**src/rtl/core/swm_pkg.sv**
```systemverilog
package swm_pkg;

    localparam int SAMPLE_WIDTH = 32;
    localparam int WINDOW_MAX   = 32;
    localparam int IDX_W        = $clog2(WINDOW_MAX);
    localparam int CNT_W        = $clog2(WINDOW_MAX + 1);
    localparam int CFG_W        = 6;

    typedef logic signed [SAMPLE_WIDTH-1:0] sample_t;
    typedef logic [IDX_W-1:0]               age_t;
    typedef logic [CNT_W-1:0]               count_t;

    // What one cell shows its neighbors: a value, its age and whether it
    // sorts at or below the incoming sample.
    typedef struct packed {
        sample_t value;
        age_t    age;
        logic    le;
    } link_t;

    // Shared control broadcast to every cell.
    typedef struct packed {
        logic en;
        logic full;
        age_t evict_age;
    } cell_ctl_t;

endpackage

```
**src/rtl/core/swm_cell.sv**
```systemverilog
module swm_cell (
    input  logic                clk,
    input  swm_pkg::cell_ctl_t  ctl,
    input  swm_pkg::sample_t    key,
    input  logic                valid,     // cell holds a window sample
    input  logic                rb,        // eviction happens at this or a lower cell
    input  swm_pkg::link_t      right,     // next cell, current contents
    input  swm_pkg::link_t      left,      // previous cell, after removal
    output swm_pkg::link_t      own,
    output swm_pkg::link_t      shifted,
    output logic                evict
);

    swm_pkg::sample_t value_reg;
    swm_pkg::sample_t value_next;
    swm_pkg::age_t    age_reg;
    swm_pkg::age_t    age_next;

    always_comb
    begin
        own.value = value_reg;
        own.age   = age_reg;
        own.le    = valid && ($signed(value_reg) <= $signed(key));
        evict     = valid && ctl.full && (age_reg == ctl.evict_age);
    end

    // Removal closes the gap by pulling from the right.
    always_comb
    begin
        if (rb)
        begin
            shifted = right;
        end
        else
        begin
            shifted = own;
        end
    end

    // Insertion opens a gap by pulling from the left.
    always_comb
    begin
        if (shifted.le)
        begin
            value_next = shifted.value;
            age_next   = shifted.age + swm_pkg::age_t'(1);
        end
        else if (left.le)
        begin
            value_next = key;
            age_next   = '0;
        end
        else
        begin
            value_next = left.value;
            age_next   = left.age + swm_pkg::age_t'(1);
        end
    end

    always_ff @(posedge clk)
    begin
        if (ctl.en)
        begin
            value_reg <= value_next;
            age_reg   <= age_next;
        end
    end

endmodule

```
**config.mk**
```make
export PLATFORM = sky130hd
export DESIGN_NAME = swm_cell
export DESIGN_NICKNAME = d
export VERILOG_FILES = /design/src/rtl/core/swm_pkg.sv /design/src/rtl/core/swm_cell.sv
export SDC_FILE = /design/constraint.sdc
export NUM_CORES = 1
export LEC_CHECK = 0
export BUFFER_PORTS_ARGS = -buffer_cell sky130_fd_sc_hd__buf_2
export CAP_MARGIN = 20
export CORE_MARGIN = 2
export CORE_UTILIZATION = 46
export DETAILED_ROUTE_END_ITERATION = 7
export PLACE_DENSITY = 0.82
export SLEW_MARGIN = 30
export SYNTH_ARGS = -nofsm -noshare
export SYNTH_HDL_FRONTEND = slang
export SYNTH_SLANG_ARGS = --single-unit
```
**constraint.sdc**
```tcl
create_clock -name clk -period 5.44 [get_ports clk]
set_clock_uncertainty 0.15 [all_clocks]
set_input_delay 1.36 -clock clk [delete_from_list [all_inputs] [get_ports clk]]
set_output_delay 1.36 -clock clk [all_outputs]
set_load 0.02 [all_outputs]
```
== Word level (Yosys, flattened, before mapping) ==
Index checks and enable logic that the tools add are counted.

* $lt $le $gt $ge: 1
* Add/sub/neg operators: 2
* Multiplexer cells: 5
* Equality and inequality tests: 1
* Reduce and logical (&&, ||, !) cells: 3

{| class="wikitable"
|+ Operator list
! cell !! count
|-
| 2-to-1 mux 32 bit || 2
|-
| 2-to-1 mux 38 bit || 1
|-
| <= comparator 32 bit || 1
|-
| adder 5 x 1 -> 5 bit, second input constant || 2
|-
| 2-to-1 mux 5 bit || 2
|-
| equality test 5 bit || 1
|-
| logical AND 1 bit || 3
|}

* Output and inout port bits: 77
* Register bits after elaboration: 37
* Logic and storage cells: 14

== Depth between registers and ports, before layout ==
Gate-level depths: netlist of run 1.

* Depth after elaboration: 5
* Depth in mapped cells: 11

== Least setup slack after synthesis of run 1 ==
OpenSTA, ideal clock, no wires.

* Kind: input -> output
* Start: in key[31]
* End: out shifted[0] (netlist bit)
* Stages on the path: 11
* Arrival time: 3.395 ns
* Setup slack: 0.535 ns
* Buffers on the path: 2
* Data required time: 3.930 ns
* Cells stage by stage: inv_1 ha_1 nand4_2 or4_4 nor3_2 nand3b_1 o221a_2 and2_4 buf_6 buf_6 inv_1

{| class="wikitable"
|+ RTL lines
! item !! line !! text
|-
| start, declared || swm_cell.sv:4 || <nowiki>input swm_pkg::sample_t key,</nowiki>
|-
| end, declared || swm_cell.sv:10 || <nowiki>output swm_pkg::link_t shifted,</nowiki>
|}

==> metrics.csv, run 1 <==
stage,metric,value,unit
detailed_routing,routed_wl,10000,µm
floorplan,io_pins,195,
logic_synthesis,yosysSeqAreaShare,31.1,%
worst_setup_path,start_kind,primary input,
detailed_routing,firstDrtPassIters,4,
power_and_ir_drop,p_int,0.000634,W
clock_tree,hold_buffers,0,
layout,drive_gt1_share,51.0,%
detailed_routing,ant_nets,0,
logic_synthesis,synth_area_leaders,"edfxtp_1 (31%), ha_1 (12%), mux2_2 (11%)",
clock_tree,cts_root_buf,clkbuf_8,
place,dp_cells,631,
logic_synthesis,synth_edf_count,37,
logic_synthesis,synth-seq-cells,37,
logic_synthesis,ys_warn_count,0,
sta,fin_setup_tns,0,ps
logic_synthesis,synth-main-ff-cell,edfxtp_1,
logic_synthesis,synth_cells,350,
logic_synthesis,synth_area_leader_cell,edfxtp_1,
sta,rsz0062_at_grt,false,
detailed_routing,vias_per_cell,5.33,
logic_synthesis,synthDistinctLibCells,43,
sta,final-hold-violation-count,0,
power_and_ir_drop,pwr-share-clk,18.2,%
sta,finalSetupViolations,0,
floorplan,rows,32,
power_and_ir_drop,vdd_drop_max,0.110,mV
layout,syn_to_final_growth,30.9,%
power_and_ir_drop,p_leak,2.26,nW
power_and_ir_drop,p_sw,0.000397,W
global_route,gr-total-overflow,0,
power_and_ir_drop,switching_share,38.5,%
sta,relSlewSlack,38.9,%
floorplan,initial_core_util,46.9,%
logic_synthesis,syn_nets,502,
logic_synthesis,synthArstFlopShare,0,%
worst_setup_path,cp.arrival,3320,ps
clock_tree,cts_buffers,5,
sta,min_period,4830,ps
logic_synthesis,synth.avg_cell_area,10.2,µm²
global_route,grt_pass1_vias,3391,
worst_setup_path,crit_start,key[31],
clock_tree,cts_htree_levels,2,
sta,slew_violations,0,
detailed_routing,drc,0,
place,io_buffers,194,
power_and_ir_drop,pwr-share-comb,44.7,%
power_and_ir_drop,sequentialPowerShare,37.1,%
sta,fmax,0.207,GHz
flow_run,maxCapViolCount,0,
global_route,antenna_found_initial,1,
clock_tree,cts_resized,0,
worst_setup_path,cp_data_required_time,3930,ps
hold_path,min-delay-start,value_reg[17],
clock_tree,cts_buffer_depth,2,
worst_setup_path,end_kind,primary output,
worst_setup_path,worstSetupPathType,primary input to primary output,
run_status,status,"complete, no violations",
detailed_routing,drt_iter0_markers,132,
clock_tree,path_clk_slew,70,ps
place,dp_hpwl,7680,µm
floorplan,fp.dieH,92.1,µm
power_and_ir_drop,p_per_area,221,nW/µm²
floorplan,core,7610,µm²
logic_synthesis,netlist_area,3570,µm²
hold_path,min_path_type,register to register,
global_route,grt_max_degree,38,
clock_tree,cts_setup_buffers,0,
detailed_routing,route.vias.total,3411,
sta,period_share,88.9,%
worst_setup_path,crit_path_max_fanout,5,
layout,final_net_count,688,
clock_tree,clock-sinks,37,
floorplan,die_w,92.1,µm
layout,largest_reg_flops,32,
global_route,grt_pass1_wl,15600,µm
place,place_congestion,0.820,
sta,tightest_slew,917,ps
global_route,grt_util_all_layers,22.7,%
logic_synthesis,synth_top_cell_area_share,31.1,%
floorplan,dieArea,8480,µm²
layout,fin_cells,640,
clock_tree,clk_latency,290,ps
clock_tree,cts_tree,built,
worst_setup_path,reg2reg_from,value_reg[31],
detailed_routing,wl_per_cell,15.6,µm
## cells by family (layout without fill, tap and decap cells)
logic type	after synthesis	count (layout)	share of synthesized area (%)
adders and majority gates	34	34	11.9
buffers and inverters	59	246	7.33
muxes	67	67	20.0
and+or+nand+nor	44	44	6.98
other	0	1	0
DFF	37	37	31.1
AOI/OAI and AO/OA	101	101	20.6
xor gates and xnor gates	8	8	1.96
## layer usage
metal  vias to the layer above  part of all wire [%]  global-route usage (%)
met5                         -                     0                       0
met4                         0                   1.3                    5.22
met3                        12                   6.4                    3.70
met2                       149                    51                    43.1
met1                      1578                    41                    26.4
li1                       1672                     -                       -
## power by group through the flow
stage	registers (W)	logic (W)	clock network, W
after CTS	0.000383	0.000464	0.000192
after global routing	0.000387	0.000503	0.000203
after floorplan	0.000421	0.000278	0
after detailed placement	0.000389	0.000462	0
after global placement	0.000387	0.000449	0
final	0.000383	0.000461	0.000187
## synthesized netlist by cell type, drive strengths merged, types with 2 or more instances
cell	number
nand2	11
xor2	6
ha	34
and2	2
nor2b	3
nor2	4
mux2	36
nand3	6
o21ai	7
clkbuf	13
buf	6
nor3	2
nand4	9
nand2b	2
a221oi	2
a21oi	78
mux2i	31
nand3b	2
xnor2	2
o22ai	5
inv	40
edfxtp	37
## critical path, cell delays in order
cell and delay (ps):
buf_2 70, inv_1 50, ha_1 350, nand4_2 140, or4_4 570, nor3_2 200
nand3b_1 100, o221a_2 130, and2_4 160, inv_1 40, buf_2 150
## cell usage in the layout, fill, tap and decap left out, drive strengths merged, types with 2 or more instances in the layout
cell | synthesis | final
nand4 | 9 | 9
clkbuf | 13 | 5
and2 | 2 | 2
xnor2 | 2 | 2
buf | 6 | 198
nand3b | 2 | 2
ha | 34 | 34
nor2 | 4 | 4
inv | 40 | 40
a21oi | 78 | 78
xor2 | 6 | 6
o22ai | 5 | 5
nand2b | 2 | 2
mux2i | 31 | 31
a221oi | 2 | 2
nand2 | 11 | 11
mux2 | 36 | 36
edfxtp | 37 | 37
nor2b | 3 | 3
clkinv | 0 | 3
o21ai | 7 | 7
nor3 | 2 | 2
nand3 | 6 | 6
## area by class of cell
cell class	count	area [µm²]
fillers	671	2930
multi-input cells	254	2200
flip-flops and latches	37	1110
repair buffers	198	1000
inverters	40	150
well taps	102	128
clock buffers	5	68.8
clock inverters	3	12.5
diodes	1	2.50
## stage by stage
stage	setup slack, ps	power, W	hold WS [ps]	instance area, µm²	util, %
3_5_place_dp	598	0.000851	627	4590	60.3
4_1_cts	599	0.00104	646	4670	61.4
6_report	606	0.00103	639	4670	61.4
2_1_floorplan	535	0.000699	835	3570	-
3_3_place_gp	643	0.000836	602	4590	60.3
5_1_grt	465	0.00109	673	4670	61.4
## path summary, 6_finish.rpt
| kind | to | slack (ps) | cells past startpoint |
|---|---|---|---|
| min | value_reg[17] | 640 | 3 |
| min reg2reg | value_reg[17] | 640 | 3 |
| max | shifted[0] | 610 | 11 |
| max reg2reg | value_reg[31] | 1980 | 8 |
No activity file was read; power rests on OpenSTA's default activity.
==> inputs of run 2 (changes only) <==
- CORE_UTILIZATION: 46 -> 34
- PLACE_DENSITY: 0.82 -> unset
==> run 2 against run 1 <==
Against the previous run:
- sequential cell count unchanged
- non-clock buffer count did not move
- worst setup slack worse by 44 ps
- critical path type unchanged
- largest power group unchanged
- highest routed layer unchanged
==> metrics.csv, run 2 (synthesized netlist as in run 1, its figures left out) <==
stage,metric,value,unit,change
sta,slew_violations,0,,unchanged
place,dpl-instance-area,4630,µm²,+0.93%
hold_path,min_path_type,register to register,,
global_route,antenna_found_initial,0,,-1
detailed_routing,routed_wl,9840,µm,-1.6%
power_and_ir_drop,fin_total_pwr,0.00102,W,-0.74%
detailed_routing,ant_nets,0,,unchanged
floorplan,initial_core_util,34.7,%,-12 points
detailed_routing,drt_iter0_markers,127,,-3.8%
floorplan,fp.dieH,106,µm,+16%
power_and_ir_drop,p_per_area,217,nW/µm²,-1.5%
sta,min_period,4880,ps,+44.2 ps
place,place_congestion,0.729,,-11%
worst_setup_path,crit_path_max_fanout,5,,unchanged
detailed_routing,wl_per_cell,14.6,µm,-6.3%
place,io_buffers,194,,unchanged
floorplan,io_pins,195,,unchanged
power_and_ir_drop,vdd_drop_max,0.0845,mV,-23%
detailed_routing,top_layer,met4,,
layout,multi_input_area,2200,µm²,unchanged
global_route,gr-total-overflow,0,,unchanged
layout,mostFrequentLayoutCell,buf_2,,
layout,largest_reg_flops,32,,unchanged
clock_tree,cts_resized,0,,unchanged
clock_tree,cts_buffers,5,,unchanged
worst_setup_path,end_kind,primary output,,
sta,final-hold-violation-count,0,,unchanged
clock_tree,hold_buffers,0,,unchanged
sta,finalSetupViolations,0,,unchanged
clock_tree,clock-sinks,37,,unchanged
layout,fin_area,4710,µm²,+0.75%
clock_tree,cts_buffer_depth,2,,unchanged
layout,area.sequential,1110,µm²,unchanged
sta,tightest_slew,878,ps,-38.9 ps
clock_tree,path_clk_slew,70,ps,about the same
layout,fillers,1034,,+54%
clock_tree,clk_latency,280,ps,about the same
run_status,status,"complete, no violations",,
detailed_routing,vias_per_cell,5.01,,-6.0%
floorplan,core,10300,µm²,+35%
worst_setup_path,worstSetupPathType,primary input to primary output,,
clock_tree,cts_root_buf,clkbuf_8,,
flow_run,maxCapViolCount,0,,unchanged
clock_tree,cts_htree_levels,2,,unchanged
detailed_routing,drc,0,,unchanged
clock_tree,cts_tree,built,,
sta,rsz0062_at_grt,false,,
global_route,grt_util_all_layers,17.1,%,-5.6 points
sta,period_share,89.7,%,+0.81 points
worst_setup_path,start_kind,primary input,,
floorplan,die_w,106,µm,+16%
floorplan,rows,37,,+16%
layout,final_net_count,688,,unchanged
detailed_routing,drt-met1-wl,4290,µm,+5.1%
worst_setup_path,rrSetupSlack,1940,ps,-40 ps
worst_setup_path,reg2reg_from,value_reg[30],,
detailed_routing,wl_met2,4890,µm,-5.0%
sta,fin_setup_tns,0,ps,unchanged
worst_setup_path,cp.arrival,3370,ps,+50 ps
worst_setup_path,crit_start,key[31],,
clock_tree,cts_setup_buffers,0,,unchanged
detailed_routing,route.met3.wl,596,µm,-7.0%
layout,n_antenna_cell,0,,-1
global_route,grt_pass1_wl,15800,µm,+1.6%
global_route,grt_max_degree,38,,unchanged
detailed_routing,route.vias.total,3368,,-1.3%
sta,relSlewSlack,41.5,%,+2.6 points
layout,syn_to_final_growth,31.9,%,
detailed_routing,firstDrtPassIters,4,,unchanged
global_route,grt_pass1_vias,3311,,-2.4%
place,dp_hpwl,7700,µm,+0.32%
hold_path,min-delay-start,value_reg[31],,
worst_setup_path,cp_data_required_time,3930,ps,about the same
sta,fmax,0.205,GHz,-0.91%
layout,final_cell_mix,"buf_2 (193), a21oi_1 (50), inv_1 (40)",,
floorplan,dieArea,11300,µm²,+34%
power_and_ir_drop,p_leak,2.25,nW,-0.19%
layout,drive_gt1_share,50.9,%,-0.091 points
[run 2: changes by cell type in the layout (fill, tap and decap cells not counted), sizes merged]
cell	previous run	this run
clkbuf	5	6
diode	1	0
clkinv	3	1
[run 2: stage by stage]
step | setup WS, ps | std cells | hold slack [ps] | utilization, %
3_5_place_dp | 549 | 665 | 616 | 45.0
2_1_floorplan | 535 | 350 | 835 | -
3_3_place_gp | 614 | 665 | 607 | 45.0
5_1_grt | 418 | 672 | 669 | 45.8
4_1_cts | 540 | 672 | 635 | 45.8
6_report | 561 | 672 | 627 | 45.8
[run 2: report_power, final]
group          internal, W  switching (W)  total (W)
combinational     0.000190       0.000269   0.000458
sequential        0.000358      0.0000242   0.000382
clock            0.0000866      0.0000969   0.000183
total             0.000634       0.000390    0.00102
[run 2: critical path, cell delays in order]
cell and delay [ps]:
buf_2 80, inv_1 40, ha_1 360, nand4_2 140, or4_4 580, nor3_2 220
nand3b_1 100, o221a_2 130, and2_4 160, inv_1 40, buf_2 150
[run 2: final timing paths]
path | end | depth (start not counted)
worst max-delay path | shifted[0] | 11
worst min-delay path | value_reg[31] | 2
worst max register to register | value_reg[31] | 8
worst min register to register | value_reg[31] | 2
[run 2: final cells by class]
type | count | share of cell area, %
multi-input combinational | 254 | 46.7
sequential | 37 | 23.6
timing repair buffer | 198 | 21.3
tap | 136 | 3.61
inverter | 40 | 3.19
clock buffer | 6 | 1.54
clock inverter | 1 | 0.0797
[run 2: metal layers]
layer / vias to the layer above / track usage [%]
met4: 0 / 2.97
li1: 1663 / -
met5: - / 0
met3: 5 / 2.82
met2: 121 / 31.0
met1: 1579 / 21.5
==> inputs of run 3 (changes only) <==
- CORE_UTILIZATION: 34 -> 40
- PLACE_DENSITY: unset -> 0.73
==> run 3 against run 2 <==
Against the previous run:
- via count shrank 0.45%
- routed wire length rose by 0.86%
- clock power about the same
- highest routed layer unchanged
- clock-buffer cell count unchanged
- register-to-register slack about the same
- sequential share of layout area is 0.18 points higher
==> metrics.csv, run 3 (synthesized netlist as in run 1, its figures left out) <==
stage,metric,value,unit,change
floorplan,io_pins,195,,unchanged
worst_setup_path,crit_chain,buf_2 -> inv_1 -> ha_1 -> nand4_2 -> or4_4 -> nor3_2 -> nand3b_1 -> o221a_2 -> and2_4 -> inv_1 -> buf_2,,
clock_tree,cts_root_buf,clkbuf_8,,
detailed_routing,route.vias.total,3353,,-0.45%
clock_tree,hold_buffers,0,,unchanged
global_route,grt_util_all_layers,19.9,%,+2.9 points
power_and_ir_drop,vdd_drop_max,0.102,mV,+21%
global_route,grt_pass1_vias,3370,,+1.8%
place,io_buffers,194,,unchanged
power_and_ir_drop,switching_share,38.1,%,+0.069 points
floorplan,die_w,98.5,µm,-7.5%
power_and_ir_drop,p_int,0.000635,W,about the same
sta,period_share,89.3,%,-0.36 points
place,dp_cells,637,,-4.2%
worst_setup_path,path_depth,11,,unchanged
power_and_ir_drop,sequentialPowerShare,37.3,%,about the same
clock_tree,cts_tree,built,,
hold_path,whs_path_depth,3,,+1
layout,area.sequential,1110,µm²,unchanged
flow_run,maxCapViolCount,0,,unchanged
clock_tree,cts_resized,0,,unchanged
sta,finalSetupViolations,0,,unchanged
sta,relSlewSlack,40.2,%,-1.3 points
global_route,grt_max_degree,38,,unchanged
layout,fin_cells,644,,-4.2%
power_and_ir_drop,p_leak,2.25,nW,unchanged
worst_setup_path,cp_data_required_time,3930,ps,about the same
place,place_congestion,0.859,,+18%
sta,min_period,4860,ps,-19.3 ps
sta,slew_violations,0,,unchanged
worst_setup_path,path_buf_inv,4,,unchanged
clock_tree,clock-sinks,37,,unchanged
worst_setup_path,end_kind,primary output,,
clock_tree,path_clk_slew,70,ps,about the same
sta,rsz0062_at_grt,false,,
detailed_routing,wl_per_cell,15.4,µm,+5.2%
power_and_ir_drop,p_per_area,219,nW/µm²,+0.93%
layout,n_antenna_cell,0,,unchanged
worst_setup_path,max_stage_delay,570,ps,about the same
place,dp_hpwl,7810,µm,+1.3%
layout,largest_reg_flops,32,,unchanged
run_status,status,"complete, no violations",,
sta,fin_setup_tns,0,ps,unchanged
global_route,antenna_found_initial,0,,unchanged
clock_tree,cts_buffers,5,,unchanged
floorplan,initial_core_util,41.1,%,+6.4 points
power_and_ir_drop,p_sw,0.000391,W,+0.36%
detailed_routing,drc,0,,unchanged
layout,multi_input_area,2200,µm²,unchanged
worst_setup_path,cp.arrival,3350,ps,-20 ps
layout,drive_gt1_share,50.9,%,unchanged
layout,final_net_count,688,,unchanged
floorplan,fp.dieH,98.5,µm,-7.5%
global_route,gr-total-overflow,0,,unchanged
sta,fmax,0.206,GHz,+0.40%
worst_setup_path,ff2ff_path_depth,8,,unchanged
worst_setup_path,crit_family,simple AND/OR/NAND/NOR gates,,
worst_setup_path,worstSetupPathType,primary input to primary output,,
layout,mostFrequentLayoutCell,buf_2,,
worst_setup_path,crit_path_max_fanout,5,,unchanged
clock_tree,cts_buffer_depth,2,,unchanged
sta,final-hold-violation-count,0,,unchanged
clock_tree,cts_htree_levels,2,,unchanged
power_and_ir_drop,pwr-share-comb,44.9,%,about the same
layout,syn_to_final_growth,30.9,%,
global_route,grt_pass1_wl,15800,µm,+0.26%
detailed_routing,routed_wl,9920,µm,+0.86%
floorplan,rows,34,,-8.1%
detailed_routing,firstDrtPassIters,4,,unchanged
detailed_routing,drt_iter0_markers,70,,-45%
power_and_ir_drop,pwr-share-clk,17.8,%,about the same
power_and_ir_drop,fin_total_pwr,0.00103,W,+0.18%
hold_path,min_path_type,register to register,,
sta,tightest_slew,897,ps,+19.1 ps
clock_tree,cts_setup_buffers,0,,unchanged
layout,final_cell_mix,"buf_2 (193), a21oi_1 (50), inv_1 (40)",,
sta,fin_worst_hold_slack,637,ps,+10.5 ps
worst_setup_path,slowest_stage,or4_4,,
floorplan,core,8680,µm²,-16%
layout,fillers,798,,-23%
detailed_routing,vias_per_cell,5.21,,+3.9%
worst_setup_path,start_kind,primary input,,
clock_tree,clk_latency,290,ps,about the same
floorplan,dieArea,9700,µm²,-14%
detailed_routing,ant_nets,0,,unchanged
[run 3: cell counts in the layout (fill, tap and decap cells not counted)]
No cell type changed its count.
[run 3: worst register-to-register path, delay by kind of cell (launching register included)]
kind	cells	cell delay (ps)
flops	1	430
mux	1	410
compound gates	2	440
simple gates	3	860
fa+ha+maj	1	390
buf+inv	1	570
[run 3: per-stage QoR]
| stage | utilization, % | setup WS, ps | cell area (µm²) |
|---|---|---|---|
| 5_1_grt | 53.8 | 449 | 4670 |
| 2_1_floorplan | - | 535 | 3570 |
| 3_5_place_dp | 52.9 | 576 | 4590 |
| 6_report | 53.8 | 581 | 4670 |
| 3_3_place_gp | 52.9 | 632 | 4590 |
| 4_1_cts | 53.8 | 569 | 4670 |
[run 3: power by group through the flow]
stage	sequential [W]	combinational, W	clock [W]
floorplan	0.000421	0.000278	0
global placement	0.000387	0.000450	0
detailed placement	0.000389	0.000462	0
CTS	0.000383	0.000464	0.000189
global route	0.000388	0.000502	0.000200
finish	0.000383	0.000461	0.000182
[run 3: metal layers]
metal	global-route usage, %	up-vias	wire length (µm)
met3	2.62	10	529
met5	0	-	0
met1	24.0	1549	4160
li1	-	1668	-
met4	3.90	0	76
met2	38.0	126	5160
[run 3: layout make-up]
cell class                 instances  area share (%)
clock buffer                       6            1.55
clock inverter                     1          0.0803
inverter                          40            3.21
multi-input combinational        254            47.0
sequential                        37            23.8
tap                              108            2.89
timing repair buffer             198            21.5
[run 3: final timing paths]
check / start / end / slack (ps)
setup / recovery: key[31] / shifted[0] / 580
hold / removal: value_reg[19] / value_reg[19] / 640
setup reg to reg: value_reg[31] / value_reg[31] / 1930
hold reg to reg: value_reg[19] / value_reg[19] / 640
